--- config.mk ---
export PLATFORM = sky130hd
export DESIGN_NAME = gated_key_debounce_reporter_top
export DESIGN_NICKNAME = d
export VERILOG_FILES = /design/src/hdl/gkdr_pkg.sv /design/src/hdl/gated_key_debounce_reporter_top.sv /design/src/hdl/gkdr_lane.sv /design/src/hdl/gkdr_merge.sv
export SDC_FILE = /design/constraint.sdc
export NUM_CORES = 1
export LEC_CHECK = 0
export BUFFER_PORTS_ARGS = -buffer_cell sky130_fd_sc_hd__buf_2
export CORE_UTILIZATION = 40
export CTS_BUF_LIST = sky130_fd_sc_hd__clkbuf_4 sky130_fd_sc_hd__clkbuf_8
export CTS_CLUSTER_SIZE = 24
export DETAILED_ROUTE_END_ITERATION = 16
export PLACE_DENSITY_LB_ADDON = 0.12
export SLEW_MARGIN = 20
export SYNTH_ARGS = -nofsm -noshare
export SYNTH_HDL_FRONTEND = slang
export SYNTH_SLANG_ARGS = --single-unit
--- constraint.sdc ---
create_clock -name clk -period 3.5 [get_ports clk]
set_clock_uncertainty 0.05 [all_clocks]
set_input_delay 0.7 -clock clk [delete_from_list [all_inputs] [get_ports clk]]
set_output_delay 0.7 -clock clk [all_outputs]
set_load 0.01 [all_outputs]
--- src/hdl/gkdr_pkg.sv ---
// shared constants, codes and types for the gated key debounce reporter
`default_nettype none
package gkdr_pkg;

	localparam int NUM_KEYS = 15;
	localparam int KEY_W = 4;
	localparam int CNT_W = 4;
	localparam int LEVELS_W = 15;
	localparam int KEY_IDX_W = (NUM_KEYS > 1) ? $clog2(NUM_KEYS) : 1;

	localparam int S_TDATA_W = 16;
	localparam int M_TDATA_W = 8;
	localparam int APB_ADDR_W = 3;
	localparam int APB_DATA_W = 32;

	localparam logic CMD_SCAN = 1'b0;
	localparam logic CMD_SERVICE = 1'b1;

	localparam logic REG_PRESS_THRESHOLD = 1'b0;
	localparam logic REG_GATE_KEY = 1'b1;

	localparam logic [CNT_W-1:0] THRESHOLD_RESET = CNT_W'(3);
	localparam logic [KEY_W-1:0] GATE_KEY_RESET = KEY_W'(1);
	localparam logic [CNT_W-1:0] CNT_MAX = '1;

	localparam int RES_VALID_BIT = 0;
	localparam int RES_CODE_LSB = 1;
	localparam int RES_DOWN_BIT = RES_CODE_LSB + KEY_W;

	typedef struct packed {
		logic confirmed;
		logic armed;
		logic change;
	} lane_out_t;

	typedef struct packed {
		logic [NUM_KEYS-1:0] confirmed;
		logic [NUM_KEYS-1:0] armed;
		logic [NUM_KEYS-1:0] change;
	} key_status_t;

	typedef struct packed {
		logic report_valid;
		logic [KEY_W-1:0] key_code;
		logic key_down;
	} result_t;

endpackage
`default_nettype wire

--- src/hdl/gated_key_debounce_reporter_top.sv ---
// top level: config registers, key lanes, merge stage and output register
//
// Debounces NUM_KEYS active-low keys and reports confirmed changes while the
// gate key is held. Every request (scan with key levels, or service) gives
// exactly one result in the cycle after it is accepted; a new request is
// taken every cycle while the output register is empty or being drained, so
// the block sustains one request per clock. All keys are handled by their own
// lane in the accepting cycle; the limit is the one-entry output register.
// Configuration registers: press_threshold at 0x0, gate_key at 0x4.
`default_nettype none
module gated_key_debounce_reporter_top (
	input  wire logic clk,
	input  wire logic arst_n,
	input  wire logic s_tvalid,
	output logic s_tready,
	input  wire logic [gkdr_pkg::S_TDATA_W-1:0] s_tdata, // key_levels[14:0], zero
	input  wire logic s_tuser, // command
	output logic m_tvalid,
	input  wire logic m_tready,
	output logic [gkdr_pkg::M_TDATA_W-1:0] m_tdata, // report_valid, key_code[3:0], key_down, zeros
	input  wire logic psel,
	input  wire logic penable,
	input  wire logic pwrite,
	input  wire logic [gkdr_pkg::APB_ADDR_W-1:0] paddr,
	input  wire logic [gkdr_pkg::APB_DATA_W-1:0] pwdata,
	output logic [gkdr_pkg::APB_DATA_W-1:0] prdata,
	output logic pready
);
	import gkdr_pkg::*;

	logic [CNT_W-1:0] threshold_q;
	logic [KEY_W-1:0] gate_key_q;
	logic reg_sel;
	logic cfg_wr;
	logic accept;
	logic scan_en;
	logic srv_en;
	logic [LEVELS_W-1:0] key_levels;
	logic [NUM_KEYS-1:0] clr_armed;
	key_status_t status;
	result_t result;
	logic out_valid_q;
	result_t out_res_q;

	// apb registers, word aligned
	assign pready = 1'b1;
	assign reg_sel = paddr[2];
	assign cfg_wr = psel && penable && pwrite && pready;

	always_ff @(posedge clk or negedge arst_n) begin
		if (!arst_n) begin
			threshold_q <= THRESHOLD_RESET;
			gate_key_q <= GATE_KEY_RESET;
		end else if (cfg_wr) begin
			case (reg_sel)
				REG_PRESS_THRESHOLD: threshold_q <= pwdata[CNT_W-1:0];
				REG_GATE_KEY: gate_key_q <= pwdata[KEY_W-1:0];
				default: ;
			endcase
		end
	end

	always_comb begin
		case (reg_sel)
			REG_PRESS_THRESHOLD: prdata = APB_DATA_W'(threshold_q);
			REG_GATE_KEY: prdata = APB_DATA_W'(gate_key_q);
			default: prdata = '0;
		endcase
	end

	// request handshake
	assign s_tready = !out_valid_q || m_tready;
	assign accept = s_tvalid && s_tready;
	assign scan_en = accept && (s_tuser == CMD_SCAN);
	assign srv_en = accept && (s_tuser == CMD_SERVICE);
	assign key_levels = s_tdata[LEVELS_W-1:0];

	for (genvar i = 0; i < NUM_KEYS; i++) begin : g_lane
		lane_out_t lane_out;

		gkdr_lane u_lane (
			.clk(clk),
			.arst_n(arst_n),
			.scan_en(scan_en),
			.level(key_levels[i]),
			.press_threshold(threshold_q),
			.clr_armed(clr_armed[i]),
			.lane_out(lane_out)
		);

		assign status.confirmed[i] = lane_out.confirmed;
		assign status.armed[i] = lane_out.armed;
		assign status.change[i] = lane_out.change;
	end

	gkdr_merge u_merge (
		.clk(clk),
		.arst_n(arst_n),
		.scan_en(scan_en),
		.srv_en(srv_en),
		.gate_key(gate_key_q),
		.status(status),
		.clr_armed(clr_armed),
		.result(result)
	);

	// output register
	always_ff @(posedge clk or negedge arst_n) begin
		if (!arst_n) begin
			out_valid_q <= 1'b0;
		end else if (accept) begin
			out_valid_q <= 1'b1;
		end else if (m_tready) begin
			out_valid_q <= 1'b0;
		end
	end

	always_ff @(posedge clk) begin
		if (accept) begin
			out_res_q <= result;
		end
	end

	assign m_tvalid = out_valid_q;
	assign m_tdata[RES_VALID_BIT] = out_res_q.report_valid;
	assign m_tdata[RES_CODE_LSB +: KEY_W] = out_res_q.key_code;
	assign m_tdata[RES_DOWN_BIT] = out_res_q.key_down;
	assign m_tdata[M_TDATA_W-1:RES_DOWN_BIT+1] = '0;

endmodule
`default_nettype wire

--- src/hdl/gkdr_lane.sv ---
// debounce cell for one key: press counter, confirmed state and report flag
`default_nettype none
module gkdr_lane (
	input  wire logic clk,
	input  wire logic arst_n,
	input  wire logic scan_en,
	input  wire logic level,
	input  wire logic [gkdr_pkg::CNT_W-1:0] press_threshold,
	input  wire logic clr_armed,
	output gkdr_pkg::lane_out_t lane_out
);
	import gkdr_pkg::*;

	logic [CNT_W-1:0] count_q;
	logic confirmed_q;
	logic armed_q;
	logic down;
	logic [CNT_W-1:0] count_inc;
	logic press_hit;
	logic release_hit;

	assign down = ~level;
	assign count_inc = (count_q == CNT_MAX) ? CNT_MAX : count_q + CNT_W'(1);
	assign press_hit = down && !confirmed_q && (count_inc >= press_threshold);
	assign release_hit = !down && confirmed_q;

	always_ff @(posedge clk or negedge arst_n) begin
		if (!arst_n) begin
			count_q <= '0;
			confirmed_q <= 1'b0;
			armed_q <= 1'b0;
		end else if (scan_en) begin
			if (down) begin
				if (!confirmed_q) begin
					count_q <= count_inc;
				end
			end else begin
				count_q <= '0;
			end
			if (press_hit) begin
				confirmed_q <= 1'b1;
			end else if (release_hit) begin
				confirmed_q <= 1'b0;
			end
			if (press_hit || release_hit) begin
				armed_q <= 1'b1;
			end
		end else if (clr_armed) begin
			armed_q <= 1'b0;
		end
	end

	assign lane_out.confirmed = confirmed_q;
	assign lane_out.armed = armed_q;
	assign lane_out.change = press_hit || release_hit;

endmodule
`default_nettype wire

--- src/hdl/gkdr_merge.sv ---
// merges lane changes into the pending key and answers service requests
`default_nettype none
module gkdr_merge (
	input  wire logic clk,
	input  wire logic arst_n,
	input  wire logic scan_en,
	input  wire logic srv_en,
	input  wire logic [gkdr_pkg::KEY_W-1:0] gate_key,
	input  gkdr_pkg::key_status_t status,
	output logic [gkdr_pkg::NUM_KEYS-1:0] clr_armed,
	output gkdr_pkg::result_t result
);
	import gkdr_pkg::*;

	logic [KEY_W-1:0] pending_q;
	logic [KEY_W-1:0] winner;
	logic any_change;
	logic [KEY_W-1:0] gate_m1;
	logic [KEY_W-1:0] pend_m1;
	logic [KEY_IDX_W-1:0] gate_idx;
	logic [KEY_IDX_W-1:0] pend_idx;
	logic gate_held;
	logic pend_ok;
	logic report;

	// highest changing key wins
	always_comb begin
		winner = '0;
		for (int i = 0; i < NUM_KEYS; i++) begin
			if (status.change[i]) begin
				winner = KEY_W'(i + 1);
			end
		end
	end

	assign any_change = |status.change;
	assign gate_m1 = gate_key - KEY_W'(1);
	assign pend_m1 = pending_q - KEY_W'(1);
	assign gate_idx = gate_m1[KEY_IDX_W-1:0];
	assign pend_idx = pend_m1[KEY_IDX_W-1:0];

	assign gate_held = (gate_key != '0) && (gate_key <= KEY_W'(NUM_KEYS))
		&& status.confirmed[gate_idx];
	assign pend_ok = (pending_q != '0) && (pending_q != gate_key)
		&& (pending_q <= KEY_W'(NUM_KEYS));
	assign report = srv_en && gate_held && pend_ok && status.armed[pend_idx];

	always_comb begin
		clr_armed = '0;
		if (report) begin
			clr_armed[pend_idx] = 1'b1;
		end
	end

	always_ff @(posedge clk or negedge arst_n) begin
		if (!arst_n) begin
			pending_q <= '0;
		end else if (scan_en && any_change) begin
			pending_q <= winner;
		end else if (srv_en && gate_held) begin
			pending_q <= '0;
		end
	end

	assign result.report_valid = report;
	assign result.key_code = report ? pending_q : '0;
	assign result.key_down = report && status.confirmed[pend_idx];

endmodule
`default_nettype wire

; ---- After elaboration in Yosys (flattened, before gate mapping)
; Cells that the tools add are included.
[totals]
regBits = 109
input_bits = 59
out_inout_bits = 43
elab_cells = 475
[classes]
add_sub_neg = 17
magnitude_cmp = 20
eq_ne = 46
mux = 149
bitwise_logic = 17
reduce_logical = 174
[op_table]
columns = op, count
row1 = 2-to-1 mux 4 bit, 60
row2 = AND reduction 2 bit, 47
row3 = 2-to-1 mux 1 bit, 82
row4 = one-hot mux 32 bit (2 select lines), 1
row5 = nonzero test 2 bit, 32
row6 = adder 4 x 1 -> 4 bit (second input constant), 15
row7 = == test 4 bit (second input constant), 15
row8 = >= comparator 4 bit, 15
row9 = logical AND 1 bit, 60
row10 = != test 2 bit (second input constant), 30
row11 = inverter 1 bit, 17
row12 = logical NOT 1 bit, 16
row13 = logical OR 1 bit, 16
row14 = 2-to-1 mux 15 bit, 1
row15 = OR reduction 15 bit, 1
row16 = binary-select mux 1 bit (select 4 bit), 3
row17 = < comparator 4 x 5 -> 1 bit (second input constant), 2
row18 = <= comparator 4 bit (second input constant), 2
row19 = nonzero test 4 bit, 2
row20 = subtractor 4 x 1 -> 4 bit (second input constant), 2
row21 = demux 1 bit (select 4 bit), 1
row22 = >= comparator 4 x 1 -> 1 bit (second input constant), 1
row23 = != test 4 bit, 1
row24 = 2-to-1 mux 2 bit, 1

; ---- Longest topological paths before layout
[logic_depth]
depth_word = 21
depth_mapped = 12
mapped_depth_nobuf = 12

; ---- Cells and area by module
; A second synthesis with hierarchy kept.
[unflattened]
hier_cells = 1113
area_unflattened_um2 = 10312.4
[by_module_without_submodules]
columns = module, n_inst, cells_per_inst, area_each_um2, seq_area_each_um2
row1 = gkdr_lane, 15, 59, 548.0, 150.1
row2 = gkdr_merge, 1, 160, 1237.4, 100.1
row3 = gated_key_debounce_reporter_top, 1, 68, 854.6, 409.1

; ---- Worst setup path before layout
; No wires, ideal clock.
[synth_timing]
path_kind = reg2reg
startpoint = register u_merge.pending_q[0]
endpoint = register out_res_q (netlist bit m_tdata[5]), data pin
setup_ps = 291
arrival_time_ps = 2651
t_required_ps = 3159
path_slack_ps = 508
path_stages_with_launch = 11
path_buffers = 3
synth_period_minus_slack_ps = 2992
cell_sequence = dfrtp_1 buf_2 inv_1 ha_1 clkbuf_1 mux2_2 a221oi_1 nor3_1 o2111ai_4 buf_6 a311oi_2
[synth_rtl]
columns = element, line_no
row1 = start: declaration, gkdr_merge.sv:15  ; logic [KEY_W-1:0] pending_q;
row2 = start signal: assignment, gkdr_merge.sv:59  ; pending_q <= winner;
row3 = end signal: assignment, gated_key_debounce_reporter_top.sv:120  ; out_res_q <= result;
row4 = end: declaration, gated_key_debounce_reporter_top.sv:43  ; result_t out_res_q;

; ---- Final worst setup path
[layout_timing]
startpoint = register gate_key_q[0]
endpoint = register g_lane[5].u_lane.armed_q
[layout_between]
elab_chain_cells = 10
word_cells_on_any_way = 16
cone_classes = 1 x add/sub / 1 x order compare / 1 x eq/ne / 3 x mux / 10 x reduce/logical
[layout_lines]
columns = element, line_no
row1 = start: declaration, gated_key_debounce_reporter_top.sv:32  ; logic [KEY_W-1:0] gate_key_q;
row2 = start signal: assignment, gated_key_debounce_reporter_top.sv:57  ; REG_GATE_KEY: gate_key_q <= pwdata[KEY_W-1:0];
row3 = subtractor 4 x 1 -> 4 bit, gkdr_merge.sv:37  ; assign gate_m1 = gate_key - KEY_W'(1);
row4 = binary-select mux 1 bit (select 4 bit), gkdr_merge.sv:43  ; && status.confirmed[gate_idx];
row5 = 2-to-1 mux 1 bit (not written as such), gkdr_merge.sv:43
row6 = logical AND 1 bit, gkdr_merge.sv:43
row7 = logical AND 1 bit, gkdr_merge.sv:46  ; assign report = srv_en && gate_held && pend_ok && status.armed[pend_idx];
row8 = logical AND 1 bit * (2 in a row), gkdr_merge.sv:46
row9 = 2-to-1 mux 15 bit *, gkdr_merge.sv:50  ; if (report) begin
row10 = nonzero test 2 bit (no source line) *, n/a
row11 = AND reduction 2 bit (no source line) *, n/a
row12 = end signal: assignment, gkdr_lane.sv:31  ; armed_q <= 1'b0;
row13 = end signal: assignment, gkdr_lane.sv:46  ; armed_q <= 1'b1;
row14 = end signal: assignment, gkdr_lane.sv:49  ; armed_q <= 1'b0;
row15 = end: declaration, gkdr_lane.sv:16  ; logic armed_q;
; Mark *: on every way between the ends. The rest lies on a longest branch, timed or not. The select of a mux whose other input is x is not followed.
; A chain may end at the register's enable or synchronous reset.

==> summary.md <==
| Metric | Value |
|---|---|
| Initial antenna violation count | 0 |
| #FFs+latches synth | about 110 |
| Max cap viols | 0 |
| Sequential-to-total area share from yosys stat | roughly a third |
| CTS tree | built |
| Placement Rows | between 50 and 60 |
| Number of buffers added on ports | 39 |
| Total clock sinks | 109 |
| Antenna Cells | 0 |
| Count of different cell masters after synthesis | 56 |
| Max IR drop VDD | 292 uV |
| Maximum clock frequency | between 0.3 and 0.4 GHz |
| Via count | 7001 |
| Die Width | roughly 150 um |
| Setup slack after layout | ~0.32 ns |
| Crit Reg-Reg Startpoint | gate_key_q[0] |
| Most frequent cells in the layout | nor2_1, nand2_1, dfrtp_1 |
| Setup Buffers After CTS | 0 |
| Chip height | 147 um |
| Nets | 1180 |
| R2R depth | 9 |
| R2r setup slk | 0.32 ns |
| Final Hold Fails | 0 |
| Final ANT Viol Nets | 0 |
| Worst path cell trace | inv_1, ha_1, xnor2_4, mux2i_1, mux4_2, a211oi_2, o2111ai_4, o31ai_1, o21ai_1 |
| Status | complete, no violations |
| Tmin final | 3.18 ns |
| DRC Markers | 0 |
| CTS H-tree depth | 3 |
| Final Non-Filler Cells | 1314 |
| Reg2reg end | g_lane[5].u_lane.armed_q |
| Share of layout cells above drive strength 1 | between 10% and 20% |
| Dpl cells | about 1300 |
| Post-CTS sizing | 0 |
| Commonest non-fill, non-tap cell in the layout | nor2_1 |
| Grt total ovfl | 0 |
| Dpl hpwl | 14500 um |
| CP peak stage delay | 0.54 ns |
| Vias in the first global route | roughly 6500 |
| Relative slew margins | 46.0% |
| HP Class | in -> async |
| Pin count of the biggest net entering global routing | 51 |
| Number of flops mapped to enable cells by yosys | 6 |
| # hold bufs at CTS | 0 |
| IO Count | between 100 and 150 |
| Design Power | between 0.007 and 0.008 W |
| Startpoint Class | flip-flop |
| TritonCTS Buffers | 9 |
| Area leader, netlist | dfrtp_1 |
| First DRT Iteration DRCs | 329 |
| GRT Util Overall | 19.3% |
| Critical path's slowest cell | dfstp_2 |
| Pwr/cell area | ~870 nW/um^2 |
| Final WL | 19900 um |
| Final count of pins violating max slew | 0 |
| P&R area growth vs syn | 8.81% |
| CTS Buffer Depth | 2 |
| Post-Syn Instances | 1000 |
| Hold slack final | around 0.28 ns |
| Final worst-path cycle share | between 90% and 100% |
| Worst-Margin Slew | 0.804 ns |
| Ys Warns | 0 |
| Core Footprint | 20400 um^2 |
| Total die area | ~21000 um^2 |
| Dominant cells by area after synthesis | dfrtp_1, ha_1, nor2_1, a21oi_1, nand2_1 |
| Number of detailed-route iterations in the first pass | 5 |
| Class of the most critical setup path | reg -> reg |
| Drt via density | 5.33 |
| Critical Path RT | 3.72 ns |
| CP Capture Type | flip-flop |
| Leak Pwr | 4.01 nW |
| Crit path DAT | 3.40 ns |
| Top FF cell, synth | dfrtp_1 |
| Final Wtd Congestion | 0.812 |
| Crit Path Max Fanout | 19 |
| Mapped Avg Cell Area | 8.36 um^2 |
| RSZ-0062 raised after global routing | false |
| Share of flip-flops with an asynchronous set or reset | roughly 94% |
| Root buf cell | clkbuf_8 |
| Synth top area share | 29.9% |
| Post-DR wirelength/cell | 15.2 um |
| Setup tns final | 0 ns |
| Initial Utilization | 41.1% |
| Synthesized cell area | 8360 um^2 |
| Final setup viols | 0 |
| CTS clk-pin slew, worst paths | 0.12 ns |
| Clock Latency Late Sink | 0.41 ns |
| DP Worst Slack | 0.320 ns |
| First-pass GRT wire length | roughly 33000 um |
-- kinds of logic after synthesis --
logic type,share of synthesized area (%)
XOR/XNOR,1.27
adder cells (fa/ha/maj),12.3
flip-flops,33.0
AND/OR/NAND/NOR,22.9
other,0.0898
AO/OA/AOI/OAI,19.0
multiplexers,5.56
buffers and inverters,5.91
-- worst max path at each step --
stage	endpoint	slack (ns)	cells after the start	startpoint
2_1_floorplan	m_tdata[5]	0.51	10	u_merge.pending_q[0]
3_3_place_gp	g_lane[9].u_lane.armed_q	0.32	9	gate_key_q[0]
3_5_place_dp	g_lane[13].u_lane.armed_q	0.32	9	gate_key_q[0]
4_1_cts	g_lane[6].u_lane.armed_q	0.30	9	gate_key_q[0]
5_1_grt	g_lane[7].u_lane.armed_q	0.06	9	gate_key_q[0]
6_report	g_lane[5].u_lane.armed_q	0.32	9	gate_key_q[0]
-- sequential cells by signal (all words and copies together) (netlist names) --
name,cells
gate_key_q,4
u_merge.pending_q,4
m_tdata,6
m_tvalid,1
threshold_q,4
g_lane.u_lane.count_q,60
g_lane.u_lane.confirmed_q,15
g_lane.u_lane.armed_q,15
-- cell usage after synthesis, types with 2 or more instances --
| cell type | count |
|---|---|
| a21oi_1 | 91 |
| and2_1 | 26 |
| a22oi_1 | 15 |
| xnor2_1 | 6 |
| mux2_2 | 10 |
| inv_1 | 18 |
| nand4_1 | 15 |
| a31oi_1 | 22 |
| mux2i_1 | 15 |
| ha_1 | 82 |
| mux4_2 | 9 |
| nand4b_1 | 2 |
| and2b_2 | 2 |
| nor2b_1 | 16 |
| o21ai_1 | 15 |
| clkbuf_1 | 27 |
| a211oi_1 | 2 |
| buf_2 | 8 |
| nand2_1 | 108 |
| o2bb2ai_1 | 2 |
| a21o_1 | 2 |
| nand3_1 | 34 |
| o21ai_0 | 79 |
| o21a_1 | 3 |
| o22ai_1 | 4 |
| dfrtp_1 | 100 |
| nand2b_1 | 21 |
| o32a_1 | 2 |
| buf_1 | 6 |
| buf_6 | 2 |
| nor3b_1 | 22 |
| o211ai_1 | 3 |
| dfstp_2 | 3 |
| xor2_1 | 3 |
| nor2_1 | 128 |
| nor3_1 | 21 |
| conb_1 | 2 |
| edfxtp_1 | 6 |
| buf_4 | 31 |
| and3_1 | 5 |
| a21bo_2 | 13 |
| o31ai_1 | 5 |
-- metrics by stage --
stage / utilization, % / instance area, um^2
after global placement: 43.6 / 8870
final: 44.7 / 9100
after detailed placement: 43.6 / 8870
after CTS: 44.7 / 9100
after global routing: 44.7 / 9100
after floorplan: - / 8470
-- power by group --
group / internal (W) / total [W] / switching, W
Clock: 0.000418 / 0.000897 / 0.000479
Combinational: 0.00205 / 0.00444 / 0.00239
Sequential: 0.00180 / 0.00261 / 0.000808
-- cell type report --
class | count | area (um^2)
Tap cell | 270 | 338
Clock buffer | 10 | 131
Multi-Input combinational cell | 827 | 5220
Clock inverter | 6 | 95.1
Inverter | 18 | 67.6
Fill cell | 2045 | 11300
Timing Repair Buffer | 74 | 485
Sequential cell | 109 | 2760
-- routing by layer --
layer	track usage (%)	wire, um	vias to the layer above
li1	-	-	3577
met1	26.5	10000	3319
met2	31.9	9240	89
met3	2.75	444	16
met4	4.90	238	0
met5	0	0	-
-- critical path: cells and delay by family (launching register included) --
family	cells	cell delay, ns
buf+inv	1	0.05
fa+ha+maj	1	0.25
xor+xnor	1	0.28
compound gates	4	1.26
mux	2	0.62
flops	1	0.54
Power figures use the tool's default switching activity.
